===== src/rtl/lrupr_pkg.sv =====
package lrupr_pkg;

  localparam int FRAMES_DEF    = 16;
  localparam int PAGE_BITS_DEF = 16;

  localparam int CFG_W      = 5;
  localparam int PAGE_OUT_W = 16;
  localparam int CNT_OUT_W  = 5;
  localparam int TOTAL_W    = 16;

  localparam logic [CFG_W-1:0]   FRAME_COUNT_RST = 5'd16;
  localparam logic [TOTAL_W-1:0] TOTAL_MAX       = 16'hFFFF;

  // Per-reference control broadcast to every cell of the stack
  typedef struct packed {
    logic step;    // a reference transaction is accepted this cycle
    logic hit;     // page found somewhere in the stack
    logic evict;   // miss with the stack at its limit
    logic append;  // miss with room left
  } cell_ctl_t;

endpackage


===== src/rtl/lrupr_cell.sv =====
module lrupr_cell #(
  parameter int IDX       = 0,
  parameter int OCC_W     = 5,
  parameter int PAGE_BITS = lrupr_pkg::PAGE_BITS_DEF
) (
  input  logic                  clk,
  input  lrupr_pkg::cell_ctl_t  ctl,
  input  logic [OCC_W-1:0]      occ,
  input  logic [PAGE_BITS-1:0]  page,
  input  logic [PAGE_BITS-1:0]  next_data,
  input  logic                  seen_in,
  output logic                  seen_out,
  output logic [PAGE_BITS-1:0]  data_out
);

  localparam logic [OCC_W-1:0] POS  = OCC_W'(IDX);
  localparam logic [OCC_W-1:0] POS1 = OCC_W'(IDX + 1);

  logic [PAGE_BITS-1:0] entry_r;
  logic [PAGE_BITS-1:0] entry_nxt;
  logic                 valid;
  logic                 seen;
  logic                 shift;
  logic                 load;

  assign valid    = POS < occ;
  assign seen     = seen_in | (valid && (entry_r == page));
  assign seen_out = seen;
  assign data_out = entry_r;

  // Close the gap left by the hit or the evicted entry: take the newer neighbour
  assign shift = ctl.step && (seen || ctl.evict) && (POS1 < occ);
  assign load  = ctl.step && (((POS1 == occ) && (ctl.hit || ctl.evict)) ||
                              ((POS == occ) && ctl.append));

  always_comb begin
    entry_nxt = entry_r;
    if (load) begin
      entry_nxt = page;
    end else if (shift) begin
      entry_nxt = next_data;
    end
  end

  always_ff @(posedge clk) begin
    entry_r <= entry_nxt;
  end

endmodule


===== src/rtl/lru_page_replacement.sv =====
// LRU page replacement stack.
// Input channel (in_valid/in_ready): one page reference per transaction, with
// in_last_ref marking the final reference of a string. Result channel
// (out_valid/out_ready): one transaction per reference carrying fault, the
// evicted page if any, the resident count and the saturating fault total.
// For each reference every cell of the stack compares its page at once, the
// hit ripples up the chain and each cell shifts or loads in the same edge.
// The result is registered and appears in the cycle after acceptance; one
// reference per cycle is sustained while out_ready stays high.
// A full output register parts the two sides: while the receiver stalls,
// the result waits and in_ready is low until it is taken.
// cfg_wr_en/cfg_wr_data write frame_count; 0 acts as 1 and values above
// FRAMES act as FRAMES. Write only while idle.
// Reset (rst_n low, synchronous) empties the stack, clears the fault total
// and sets frame_count to 16. After a reference flagged last the stack and
// total are cleared as well.
module lru_page_replacement #(
  parameter int FRAMES    = lrupr_pkg::FRAMES_DEF,
  parameter int PAGE_BITS = lrupr_pkg::PAGE_BITS_DEF
) (
  input  logic                             clk,
  input  logic                             rst_n,
  input  logic                             in_valid,
  output logic                             in_ready,
  input  logic [lrupr_pkg::PAGE_OUT_W-1:0] in_page,
  input  logic                             in_last_ref,
  output logic                             out_valid,
  input  logic                             out_ready,
  output logic                             out_fault,
  output logic                             out_evicted_valid,
  output logic [lrupr_pkg::PAGE_OUT_W-1:0] out_evicted_page,
  output logic [lrupr_pkg::CNT_OUT_W-1:0]  out_resident_count,
  output logic [lrupr_pkg::TOTAL_W-1:0]    out_fault_total,
  input  logic                             cfg_wr_en,
  input  logic [lrupr_pkg::CFG_W-1:0]      cfg_wr_data
);

  localparam int OCC_W = $clog2(FRAMES + 1);
  localparam int PW    = lrupr_pkg::PAGE_OUT_W;

  logic [lrupr_pkg::CFG_W-1:0]   frame_count_r;
  logic [OCC_W-1:0]              occ_r, occ_nxt, occ_after;
  logic [lrupr_pkg::TOTAL_W-1:0] faults_r, faults_nxt, faults_after;
  logic [OCC_W-1:0]              lim;
  logic [PAGE_BITS-1:0]          page;
  logic [PAGE_BITS+PW-1:0]       page_ext;
  logic [PAGE_BITS+PW-1:0]       ev_ext;
  logic [OCC_W+lrupr_pkg::CNT_OUT_W-1:0] cnt_ext;
  lrupr_pkg::cell_ctl_t          ctl;
  logic [FRAMES:0]               seen;
  logic [PAGE_BITS-1:0]          data [FRAMES];

  logic                          out_valid_r;
  logic                          fault_r;
  logic                          ev_valid_r;
  logic [PW-1:0]                 ev_page_r;
  logic [lrupr_pkg::CNT_OUT_W-1:0] count_r;
  logic [lrupr_pkg::TOTAL_W-1:0] total_r;

  assign page_ext = {{PAGE_BITS{1'b0}}, in_page};
  assign page     = page_ext[PAGE_BITS-1:0];

  always_comb begin
    if (frame_count_r == '0) begin
      lim = OCC_W'(1);
    end else if (32'(frame_count_r) > FRAMES) begin
      lim = OCC_W'(FRAMES);
    end else begin
      lim = OCC_W'(frame_count_r);
    end
  end

  assign in_ready   = !out_valid_r || out_ready;
  assign ctl.step   = in_valid && in_ready;
  assign ctl.hit    = seen[FRAMES];
  assign ctl.evict  = !seen[FRAMES] && (occ_r >= lim);
  assign ctl.append = !seen[FRAMES] && (occ_r < lim);

  assign seen[0] = 1'b0;

  for (genvar i = 0; i < FRAMES; i++) begin : g_cell
    logic [PAGE_BITS-1:0] nbr;
    if (i == FRAMES - 1) begin : g_top
      assign nbr = '0;
    end else begin : g_mid
      assign nbr = data[i+1];
    end
    lrupr_cell #(
      .IDX       (i),
      .OCC_W     (OCC_W),
      .PAGE_BITS (PAGE_BITS)
    ) u_cell (
      .clk       (clk),
      .ctl       (ctl),
      .occ       (occ_r),
      .page      (page),
      .next_data (nbr),
      .seen_in   (seen[i]),
      .seen_out  (seen[i+1]),
      .data_out  (data[i])
    );
  end

  assign occ_after    = ctl.append ? occ_r + OCC_W'(1) : occ_r;
  assign faults_after = (!ctl.hit && (faults_r != lrupr_pkg::TOTAL_MAX)) ?
                        faults_r + lrupr_pkg::TOTAL_W'(1) : faults_r;
  assign occ_nxt      = in_last_ref ? '0 : occ_after;
  assign faults_nxt   = in_last_ref ? '0 : faults_after;
  assign ev_ext       = {{PW{1'b0}}, data[0]};
  assign cnt_ext      = {{lrupr_pkg::CNT_OUT_W{1'b0}}, occ_after};

  always_ff @(posedge clk) begin
    if (!rst_n) begin
      frame_count_r <= lrupr_pkg::FRAME_COUNT_RST;
      occ_r         <= '0;
      faults_r      <= '0;
      out_valid_r   <= 1'b0;
    end else begin
      if (cfg_wr_en) begin
        frame_count_r <= cfg_wr_data;
      end
      if (ctl.step) begin
        occ_r       <= occ_nxt;
        faults_r    <= faults_nxt;
        out_valid_r <= 1'b1;
      end else if (out_ready) begin
        out_valid_r <= 1'b0;
      end
    end
  end

  always_ff @(posedge clk) begin
    if (ctl.step) begin
      fault_r    <= !ctl.hit;
      ev_valid_r <= ctl.evict;
      ev_page_r  <= ctl.evict ? ev_ext[PW-1:0] : '0;
      count_r    <= cnt_ext[lrupr_pkg::CNT_OUT_W-1:0];
      total_r    <= faults_after;
    end
  end

  assign out_valid          = out_valid_r;
  assign out_fault          = fault_r;
  assign out_evicted_valid  = ev_valid_r;
  assign out_evicted_page   = ev_page_r;
  assign out_resident_count = count_r;
  assign out_fault_total    = total_r;

  a_occ_bound: assert property (@(posedge clk) disable iff (!rst_n)
    32'(occ_r) <= FRAMES)
    else $error("occupancy beyond built depth");

  a_last_clears: assert property (@(posedge clk) disable iff (!rst_n)
    ctl.step && in_last_ref |=> occ_r == '0 && faults_r == '0)
    else $error("last reference did not clear the stack");

  a_append_grows: assert property (@(posedge clk) disable iff (!rst_n)
    ctl.step && ctl.append && !in_last_ref |=> occ_r == $past(occ_r) + OCC_W'(1))
    else $error("append did not grow the stack");

  a_evict_nonempty: assert property (@(posedge clk) disable iff (!rst_n)
    ctl.step && ctl.evict |-> occ_r != '0)
    else $error("eviction from an empty stack");

  a_evict_is_fault: assert property (@(posedge clk) disable iff (!rst_n)
    out_valid_r && ev_valid_r |-> fault_r)
    else $error("eviction reported on a hit");

endmodule

===== config.mk =====
export PLATFORM = sky130hd
export DESIGN_NAME = lru_page_replacement
export DESIGN_NICKNAME = d
export VERILOG_FILES = /design/src/rtl/lrupr_pkg.sv /design/src/rtl/lrupr_cell.sv /design/src/rtl/lru_page_replacement.sv
export SDC_FILE = /design/constraint.sdc
export NUM_CORES = 1
export LEC_CHECK = 0
export BUFFER_PORTS_ARGS = -buffer_cell sky130_fd_sc_hd__buf_2
export CAP_MARGIN = 5
export CORE_MARGIN = 2
export CORE_UTILIZATION = 45
export DETAILED_ROUTE_END_ITERATION = 10
export PLACE_DENSITY = 0.7
export REMOVE_ABC_BUFFERS = 1
export SLEW_MARGIN = 15
export SYNTH_ARGS = -nofsm -noshare
export SYNTH_HDL_FRONTEND = slang
export SYNTH_SLANG_ARGS = --single-unit

===== constraint.sdc =====
create_clock -name clk -period 4.9 [get_ports clk]
set_input_delay 0.245 -clock clk [delete_from_list [all_inputs] [get_ports clk]]
set_output_delay 0.245 -clock clk [all_outputs]
set_load 0.05 [all_outputs]

==> flow_metrics.py <==
metrics = {
    "run_status": {
        "status": "complete, no violations",
    },
    "power_and_ir_drop": {
        "ir_worst_vdd_uv": 324,
        "p_per_area_nw_per_um2": 296,
        "power_mw": 6.19,
        "leakagePower_nw": 7.11,
    },
    "grt": {
        "grt_max_degree": 49,
        "grt_pass1_wl_mm": 75.8,
        "antenna_found_initial": 0,
        "gr-usage-all-layers": 0.225,
        "grt_overflow": 0,
        "grt_pass1_vias": 12900,
    },
    "yosys": {
        "netlist_area_um2": 18900,
        "synth_ff_type": "edfxtp_1",
        "syn_inst": 1509,
        "ys_warn_count": 0,
        "async_flop_share": 0,
        "synth.distinct_cells": 70,
        "synth_edf_count": 295,
        "synth.avg_cell_area_um2": 12.5,
        "yosysSeqAreaShare": 0.498,
        "synth-seq-cells": 322,
    },
    "cts": {
        "clk_pin_slew_ns": 0.06,
        "clock-sinks": 322,
        "insertion_delay_ns": 0.57,
        "cts_buffers": 37,
        "cts_tree": "done",
        "htree_levels": 2,
        "post-cts-setup-buffers": 0,
        "root_buffer": "clkbuf_16",
        "max-clock-path-buffers": 3,
    },
    "sta": {
        "worst_slew_pin_slew_ns": 0.880,
        "fin_skew_ns": 0.0219,
        "fin_crit_ns": 4.35,
        "fin_crit_sh": 0.889,
        "finalSetupViolations": 0,
        "fmax_mhz": 230,
        "drv_slew": 0,
        "rsz0062_at_grt": "false",
        "setup_ws_ns": 0.545,
        "hold_viol_final": 0,
        "maxSlewHeadroom": 0.413,
    },
    "die": {
        "dieWidth_um": 209,
        "core_um2": 41700,
        "start_util": 0.453,
        "die-area_um2": 43600,
        "fp-row-count": 75,
        "ios": 68,
        "die_h_um": 209,
    },
    "layout": {
        "area_growth_pct": 10.7,
        "drive_above_1_share": 0.278,
        "n_fill_cell": 3628,
        "nNetsFinal": 1611,
        "diodes": 0,
        "fin_util": 0.501,
    },
    "drt": {
        "drc": 0,
        "ant_nets": 0,
        "post_drt_wl_per_cell_um": 23.1,
        "vias": 12600,
        "drtIter0Drc": 1078,
        "via_per_inst": 5.89,
        "firstDrtPassIters": 5,
        "wirelength_mm": 49.4,
    },
    "place": {
        "gp_congestion": 0.936,
        "io_buffers": 67,
        "place_hpwl_mm": 34.7,
        "detailedPlace.worstSlack_ns": 0.557,
    },
    "worst_setup_path": {
        "cp.required_ns": 5.21,
        "cp-end-kind": "flip-flop",
        "arrival_ns": 4.67,
        "cp_max_fo": 17,
        "worst_setup_path_start_kind": "flip-flop",
        "crit_type": "flip-flop to flip-flop",
    },
    "job": {
        "drv_cap": 0,
    },
    "hold_path": {
        "holdCritPathClass": "input pin to flip-flop",
    },
}
flip-flops by register name, indices dropped and copies added, names as in the netlist:
signal and cells:
out_evicted_page 16, g_cell.u_cell.data_out 256, out_fault_total 16, frame_count_r 5, occ_r 5, faults_r 16, out_valid 1, out_fault 1
out_evicted_valid 1, out_resident_count 5
metal layers:
layer | part of all wire | wire length [µm] | up-vias | track usage
li1 | - | - | 5760 | -
met1 | 0.42 | 20600 | 6283 | 0.295
met2 | 0.49 | 24000 | 468 | 0.378
met3 | 0.064 | 3140 | 103 | 0.0284
met4 | 0.034 | 1670 | 0 | 0.0948
met5 | 0 | 0 | - | 0
worst max-delay path, stage by stage (launching register included):
cell and delay (ns):
dfxtp_1 0.39, or2_1 0.41, a21oi_2 0.35, nand2b_1 0.15
nor4_1 0.10, or4_1 0.59, or4_4 0.58, or2_1 0.31
buf_4 0.20, a22oi_4 0.57, mux2_2 0.44
power by group:
part | internal (mW) | switching (mW) | total, mW
registers | 3.02 | 0.0209 | 3.04
clock network | 1.45 | 1.13 | 2.57
logic | 0.180 | 0.402 | 0.582
worst paths after layout:
| check | depth (start not counted) | slack [ns] | startpoint | end |
|---|---|---|---|---|
| hold / removal | 2 | 0.03 | cfg_wr_en | frame_count_r[4] |
| hold reg to reg | 2 | 0.51 | frame_count_r[0] | frame_count_r[0] |
| setup reg to reg | 10 | 0.55 | occ_r[4] | g_cell[1].u_cell.data_out[12] |
| setup / recovery | 10 | 0.55 | occ_r[4] | g_cell[1].u_cell.data_out[12] |
layout make-up:
class	count	area, µm²	share of cell area
repair buffers	144	943	0.0452
clock buffers	47	963	0.0461
multi-input cells	1059	8730	0.418
inverters	11	41.3	0.00198
flip-flops and latches	322	9400	0.450
clock inverters	18	133	0.00635
well taps	539	674	0.0323
synthesized netlist by cell type, types with 12 or more instances:
library cell	number	area (µm²)
nand3_1	36	180
or4_1	15	113
edfxtp_1	295	8860
o211ai_1	12	90.1
mux2_2	211	2380
nor2b_1	23	144
buf_6	15	169
buf_4	22	165
a31oi_1	13	81.3
nor3_1	29	145
mux2_4	18	270
nand2_1	59	221
clkbuf_1	41	154
nand4_1	48	300
nor4_1	56	350
xnor2_1	122	1070
buf_2	30	150
nor2_1	57	214
or3_1	17	106
xor2_1	154	1350
dfxtp_1	27	541
mux2_1	13	146
and2_1	24	150
cells in the final DEF (no fill, tap or decap), types with 10 or more instances in the layout:
cell         n
nor3_1      29
nor2_1      57
inv_1       10
nand2_1     59
nor2b_1     23
or4_1       15
nand3_1     36
o211ai_1    12
buf_2       67
mux2_2     211
and2_1      24
xor2_1     154
clkbuf_1    10
edfxtp_1   295
nand4_1     48
buf_4       69
nor4_1      56
mux2_4      18
clkbuf_16   37
dfxtp_1     27
mux2_1      13
or3_1       17
a31oi_1     13
xnor2_1    122
what timing repair did:
item,in CTS,in global routing
gates resized for setup,0,0
setup endpoints to repair,0,0
hold buffers,7,0
endpoints found under the hold margin,6,0
cell families (layout without fill, tap and decap cells):
kind of cell / after synthesis / in the layout / share of synthesized area
AO/OA/AOI/OAI: 96 / 96 / 0.0457
XOR/XNOR: 276 / 276 / 0.128
flip-flops: 322 / 322 / 0.498
multiplexers: 249 / 249 / 0.152
AND/OR/NAND/NOR: 429 / 429 / 0.130
adder cells (fa/ha/maj): 9 / 9 / 0.00597
buffers and inverters: 128 / 220 / 0.0410
stage by stage:
step | instances | setup TNS, ns | instance area, µm² | hold WS [ns]
2_1_floorplan | 1392 | -2.05 | 18100 | 0.344
3_3_place_gp | 2068 | 0 | 19700 | 0.481
4_1_cts | 2140 | 0 | 20900 | 0.00814
5_1_grt | 2140 | 0 | 20900 | 0.0399
3_5_place_dp | 2068 | 0 | 19700 | 0.493
6_report | 2140 | 0 | 20900 | 0.0349
(Power assumes the default switching activity.)
